===== src/hw/rtl/sfop_pkg.sv =====
package sfop_pkg;

  localparam int unsigned SIDE_MAX_DEF   = 256;
  localparam int unsigned PIXEL_BITS_DEF = 8;

  localparam int unsigned CFG_DATA_W = 9;

  // configuration register indexes
  localparam logic CFG_IDX_SIDE = 1'b0;
  localparam logic CFG_IDX_BG   = 1'b1;

  localparam logic [8:0] SIDE_RESET = 9'd256;
  localparam logic [7:0] BG_RESET   = 8'd0;

  // item kinds
  localparam logic [1:0] KIND_CLEAR = 2'd0;
  localparam logic [1:0] KIND_DRAW  = 2'd1;
  localparam logic [1:0] KIND_READ  = 2'd2;

  // draw styles
  localparam logic [1:0] STYLE_OUTLINE = 2'd1;
  localparam logic [1:0] STYLE_FILL    = 2'd2;

  // result status codes
  localparam logic [1:0] STAT_DONE     = 2'd0;
  localparam logic [1:0] STAT_REJECT   = 2'd1;
  localparam logic [1:0] STAT_IGNORED  = 2'd2;

  typedef enum logic [2:0] {
    ST_IDLE,
    ST_WALK,
    ST_RD,
    ST_RDW,
    ST_FIN
  } sfop_state_t;

  typedef struct packed {
    logic [1:0] kind;
    logic [7:0] centre_x;
    logic [7:0] centre_y;
    logic [7:0] paint_value;
    logic [7:0] half_width;
    logic [1:0] style;
  } sfop_item_t;

  typedef struct packed {
    logic [1:0] status;
    logic [7:0] pixel_out;
  } sfop_res_t;

endpackage


===== src/hw/rtl/sfop_ctrl.sv =====
module sfop_ctrl import sfop_pkg::*; #(
  parameter int unsigned SIDE_MAX   = SIDE_MAX_DEF,
  parameter int unsigned PIXEL_BITS = PIXEL_BITS_DEF
) (
  input  logic                                   clk,
  input  logic                                   rst_n,
  input  logic [8:0]                             canvas_side,
  input  logic [7:0]                             background_value,
  input  logic                                   item_valid,
  output logic                                   item_ready,
  input  sfop_item_t                             item,
  output logic                                   res_valid,
  input  logic                                   res_ready,
  output sfop_res_t                              res,
  output logic                                   mem_we,
  output logic                                   mem_re,
  output logic [$clog2(SIDE_MAX*SIDE_MAX)-1:0]   mem_addr,
  output logic [PIXEL_BITS-1:0]                  mem_wdata,
  input  logic [PIXEL_BITS-1:0]                  mem_rdata
);

  localparam int unsigned AW      = $clog2(SIDE_MAX * SIDE_MAX);
  localparam int unsigned SideCap = (SIDE_MAX < 511) ? SIDE_MAX : 511;

  sfop_state_t state_r, state_nxt;

  // coordinates span the whole 9-bit side range
  logic [8:0]            row_r, row_nxt;
  logic [8:0]            col_r, col_nxt;
  logic [8:0]            row_lo_r, row_lo_nxt;
  logic [8:0]            row_hi_r, row_hi_nxt;
  logic [8:0]            col_lo_r, col_lo_nxt;
  logic [8:0]            col_hi_r, col_hi_nxt;
  logic                  fill_r, fill_nxt;
  logic [PIXEL_BITS-1:0] paint_r, paint_nxt;
  logic [1:0]            status_r, status_nxt;
  logic [7:0]            pix_r, pix_nxt;

  logic [8:0] side;
  logic [8:0] side_m1;
  logic       x_bad;
  logic       y_bad;
  logic       border_row;

  // active side clipped to the store size
  assign side    = (canvas_side > 9'(SideCap)) ? 9'(SideCap) : canvas_side;
  assign side_m1 = side - 9'd1;

  assign x_bad = (item.half_width > item.centre_x) ||
                 (({1'b0, item.centre_x} + {1'b0, item.half_width}) >= side);
  assign y_bad = (item.half_width > item.centre_y) ||
                 (({1'b0, item.centre_y} + {1'b0, item.half_width}) >= side);

  assign border_row = (row_r == row_lo_r) || (row_r == row_hi_r);

  // shared address unit: row * SIDE_MAX + column
  assign mem_addr  = AW'(AW'(row_r) * AW'(SIDE_MAX)) + AW'(col_r);
  assign mem_wdata = paint_r;

  always_ff @(posedge clk) begin
    if (!rst_n) begin
      state_r <= ST_IDLE;
    end else begin
      state_r <= state_nxt;
    end
  end

  always_ff @(posedge clk) begin
    row_r    <= row_nxt;
    col_r    <= col_nxt;
    row_lo_r <= row_lo_nxt;
    row_hi_r <= row_hi_nxt;
    col_lo_r <= col_lo_nxt;
    col_hi_r <= col_hi_nxt;
    fill_r   <= fill_nxt;
    paint_r  <= paint_nxt;
    status_r <= status_nxt;
    pix_r    <= pix_nxt;
  end

  always_comb begin
    state_nxt  = state_r;
    row_nxt    = row_r;
    col_nxt    = col_r;
    row_lo_nxt = row_lo_r;
    row_hi_nxt = row_hi_r;
    col_lo_nxt = col_lo_r;
    col_hi_nxt = col_hi_r;
    fill_nxt   = fill_r;
    paint_nxt  = paint_r;
    status_nxt = status_r;
    pix_nxt    = pix_r;
    item_ready = 1'b0;
    res_valid  = 1'b0;
    mem_we     = 1'b0;
    mem_re     = 1'b0;

    unique case (state_r)
      ST_IDLE: begin
        item_ready = 1'b1;
        if (item_valid) begin
          status_nxt = STAT_DONE;
          pix_nxt    = 8'd0;
          state_nxt  = ST_FIN;
          case (item.kind)
            KIND_CLEAR: begin
              row_nxt    = 9'd0;
              col_nxt    = 9'd0;
              row_lo_nxt = 9'd0;
              col_lo_nxt = 9'd0;
              row_hi_nxt = side_m1;
              col_hi_nxt = side_m1;
              fill_nxt   = 1'b1;
              paint_nxt  = PIXEL_BITS'(background_value);
              if (side != 9'd0) begin
                state_nxt = ST_WALK;
              end
            end
            KIND_DRAW: begin
              row_lo_nxt = {1'b0, item.centre_y} - {1'b0, item.half_width};
              row_hi_nxt = {1'b0, item.centre_y} + {1'b0, item.half_width};
              col_lo_nxt = {1'b0, item.centre_x} - {1'b0, item.half_width};
              col_hi_nxt = {1'b0, item.centre_x} + {1'b0, item.half_width};
              row_nxt    = {1'b0, item.centre_y} - {1'b0, item.half_width};
              col_nxt    = {1'b0, item.centre_x} - {1'b0, item.half_width};
              fill_nxt   = (item.style == STYLE_FILL);
              paint_nxt  = PIXEL_BITS'(item.paint_value);
              if (x_bad || y_bad) begin
                status_nxt = STAT_REJECT;
              end else if (item.style == STYLE_FILL || item.style == STYLE_OUTLINE) begin
                state_nxt = ST_WALK;
              end else begin
                status_nxt = STAT_IGNORED;
              end
            end
            KIND_READ: begin
              row_nxt = {1'b0, item.centre_y};
              col_nxt = {1'b0, item.centre_x};
              if (({1'b0, item.centre_x} < side) && ({1'b0, item.centre_y} < side)) begin
                state_nxt = ST_RD;
              end else begin
                status_nxt = STAT_REJECT;
              end
            end
            default: begin
              status_nxt = STAT_DONE;
            end
          endcase
        end
      end
      ST_WALK: begin
        mem_we = 1'b1;
        if (col_r == col_hi_r) begin
          if (row_r == row_hi_r) begin
            state_nxt = ST_FIN;
          end else begin
            row_nxt = row_r + 9'd1;
            col_nxt = col_lo_r;
          end
        end else if (fill_r || border_row) begin
          col_nxt = col_r + 9'd1;
        end else begin
          // outline: skip the interior of a middle row
          col_nxt = col_hi_r;
        end
      end
      ST_RD: begin
        mem_re    = 1'b1;
        state_nxt = ST_RDW;
      end
      ST_RDW: begin
        pix_nxt   = 8'(mem_rdata);
        state_nxt = ST_FIN;
      end
      ST_FIN: begin
        res_valid = 1'b1;
        if (res_ready) begin
          state_nxt = ST_IDLE;
        end
      end
      default: begin
        state_nxt = ST_IDLE;
      end
    endcase
  end

  assign res.status    = status_r;
  assign res.pixel_out = pix_r;

endmodule


===== config.mk =====
export PLATFORM = sky130hd
export DESIGN_NAME = sfop_ctrl
export DESIGN_NICKNAME = d
export VERILOG_FILES = /design/src/hw/rtl/sfop_pkg.sv /design/src/hw/rtl/sfop_ctrl.sv
export SDC_FILE = /design/constraint.sdc
export NUM_CORES = 1
export LEC_CHECK = 0
export BUFFER_PORTS_ARGS = -buffer_cell sky130_fd_sc_hd__buf_2
export CELL_PAD_IN_SITES_DETAIL_PLACEMENT = 0
export CELL_PAD_IN_SITES_GLOBAL_PLACEMENT = 1
export CORE_MARGIN = 2
export CORE_UTILIZATION = 40
export DETAILED_ROUTE_END_ITERATION = 10
export PLACE_DENSITY_LB_ADDON = 0.1
export SYNTH_ARGS = -nofsm -noshare
export SYNTH_HDL_FRONTEND = slang
export SYNTH_SLANG_ARGS = --single-unit

===== constraint.sdc =====
create_clock -name clk -period 10.7 [get_ports clk]
set_input_delay 2.14 -clock clk [delete_from_list [all_inputs] [get_ports clk]]
set_output_delay 2.14 -clock clk [all_outputs]
set_load 0.03 [all_outputs]

==> qor.txt <==
P per Cell Area -> 135 nW/um^2
global-route usage over all layers -> 0.226
sequential element share of the synthesized area -> 0.342
top area cells in the synthesized netlist -> edfxtp_1, ha_1, xnor2_1, nor2_1, a21oi_1
MaxCap Viol Count -> 0
ys async rst share -> 0
routed len/inst -> 19.7 um
height of the die -> 132 um
critical path peak fanout -> 4
core area -> 16,000 sq um
minimum clock period -> 5.15 ns
GPL Wtd Cong -> 0.894
GR Overflow Total -> 0
global-route wire length before repair -> 30,200 um
Initial Util -> 0.411
final setup fails -> 0
Worst EP required -> 10.79 ns
post-route ant nets -> 0
FF-to-FF setup slack -> 7.68 ns
TritonCTS buffer count -> 9
Hold Crit Class -> reg -> reg
CTS clk-pin slew, worst paths -> 0.06 ns
via count -> 5,431
clk root buf -> clkbuf_16
post-layout util -> 0.467
Setup Fix Bufs, Post-CTS -> 0
row cnt -> 46
diodes inserted -> 0
layout cells sized above 1 -> 0.178
post-place setup slack -> 5.23 ns
Post-synth top cells -> ha_1, edfxtp_1, nor2_1
clk_skew -> 0.0104 ns
fmax -> 194 MHz
status -> finished, final reports clean
# IOs -> 103
hold_buf cts -> 0
Nets -> 921
Die X -> 132 um
area delta synth->final -> 13.6%
largest area contributor in the netlist -> edfxtp_1
RSZ-0062 raised after global routing -> false
Max IR drop VDD -> 0.0000777 V
crit path DAT -> 5.23 ns
Worst setup EP type -> flop
setup slack after layout -> 5.55 ns
DR vias/cell -> 5.44
Max Slew Vio Count -> 0
Yosys reg bits -> 76
WS Path Type -> in -> reg
number of gates resized after CTS -> 0
post-synth cell types -> 72
Mapped Nets -> 847
Startpoint Class -> primary input
IO Port Bufs -> 102
Min Hold Slack -> 0.551 ns
initial antenna violation count -> 0
count leader, synth -> ha_1
DP HPWL -> 15,800 um
Mapped Avg Cell Area -> 9.36 sq um
worst slew pin tran -> 0.930 ns
Hold Vio Cnt, Final -> 0
Post-synth EDFFs -> 73
post-synth top area share -> 0.333
vias in the first global route -> 5,233
router iterations before antenna repair -> 5
DP Cell Count -> 982
CTS max path bufs -> 2
H-tree depth -> 3
post-route insts no fill -> 998
CTS sink count -> 76
relative slew slack -> 0.376
# DRC -> 0
largest net degree at the start of global routing -> 45
Post-synth top flop -> edfxtp_1
final WL -> 19,600 um
setup_tns -> 0 ns
Skew-Pair Late Insertion Delay -> 0.35 ns
Syn Inst Count -> 703
1st-iter DRT viols -> 406
die area -> 17,500 sq um
CTS tree -> built
fin crit share -> 0.481
YS warnings -> 0
Syn Std Cell Area -> 6580 sq um
static leakage -> 3.07 nW
-- power by group --
part	internal, W	switching, W	total, W
Combinational	0.000112	0.000190	0.000301
Sequential	0.000358	0.0000201	0.000378
Clock	0.000206	0.000127	0.000332
-- registers in the layout (all words and copies together), names as in the netlist --
| name | count |
|---|---|
| state_r | 3 |
| row_r | 9 |
| fill_r | 1 |
| row_hi_r | 9 |
| col_hi_r | 9 |
| status_r | 2 |
| row_lo_r | 9 |
| mem_wdata | 8 |
| col_lo_r | 9 |
| pix_r | 8 |
| col_r | 9 |
-- per-layer routing --
metal | vias to the layer above | wire length, um | global-route usage
li1 | 2690 | - | -
met1 | 2569 | 9500 | 0.326
met2 | 153 | 8910 | 0.354
met3 | 19 | 938 | 0.0296
met4 | 0 | 274 | 0.0657
met5 | - | 0 | 0
-- cell type report --
type | instances | area (sq um)
sequential | 76 | 2250
inverter | 41 | 154
clock inverter | 7 | 100
tap | 216 | 270
clock buffer | 9 | 225
timing repair buffer | 105 | 533
fill | 1627 | 8520
multi-input combinational | 544 | 3940
-- stage by stage --
stage,area (sq um),power [W]
2_1_floorplan,6580,0.000596
3_3_place_gp,7150,0.000682
3_5_place_dp,7150,0.000684
4_1_cts,7480,0.00102
5_1_grt,7480,0.00106
6_report,7480,0.00101
-- cell families (layout without fill, tap and decap cells) --
logic type                 count (synthesis)  in the layout  synth area share
buffers and inverters                     83            162            0.0587
DFF                                       76             76             0.342
AOI/OAI and AO/OA                        154            154             0.151
and+or+nand+nor                          228            228             0.178
xor gates and xnor gates                  66             66            0.0878
adders and majority gates                 79             79             0.155
muxes                                     17             17            0.0274
-- critical path, cell delays in order --
cell and delay [ns]:
buf_2 0.14, ha_1 0.24, fa_1 0.42, nand2b_1 0.10, a21oi_1 0.08, o21ai_1 0.20, a21oi_1 0.11, or3_1 0.35
nand2_1 0.09, ha_1 0.24, a211oi_1 0.23, nor2_1 0.08, nor4_1 0.32, o211ai_2 0.20, o21ai_1 0.21, a21boi_1 0.08
-- worst paths after layout --
check	startpoint	end	cells after the start
hold reg to reg	col_lo_r[0]$_SDFFCE_PN0P_	col_r[0]$_DFFE_PP_	2
setup reg to reg	state_r[0]$_SDFFE_PN0P_	row_r[4]$_DFFE_PP_	4
hold / removal	col_lo_r[0]$_SDFFCE_PN0P_	col_r[0]$_DFFE_PP_	2
setup / recovery	item[2]	status_r[0]$_DFFE_PP_	16
-- layout by cell type (no fill, tap or decap), drive strengths merged, types with 4 or more instances in the layout --
cell,count
nand3,16
clkinv,5
a21o,6
o21ai,35
ha,75
o21a,7
or3,7
mux2,8
xnor2,45
fa,4
nor4,8
nand2b,10
buf,105
a21oi,41
mux2i,9
a31oi,9
nor2,58
o21bai,4
and2,18
nor2b,11
o211ai,6
edfxtp,73
o22ai,6
xor2,21
nor3,21
and3,6
nand2,46
clkbuf,9
nand4,12
inv,40
a211oi,8
o31ai,4
(Power assumes the default switching activity.)
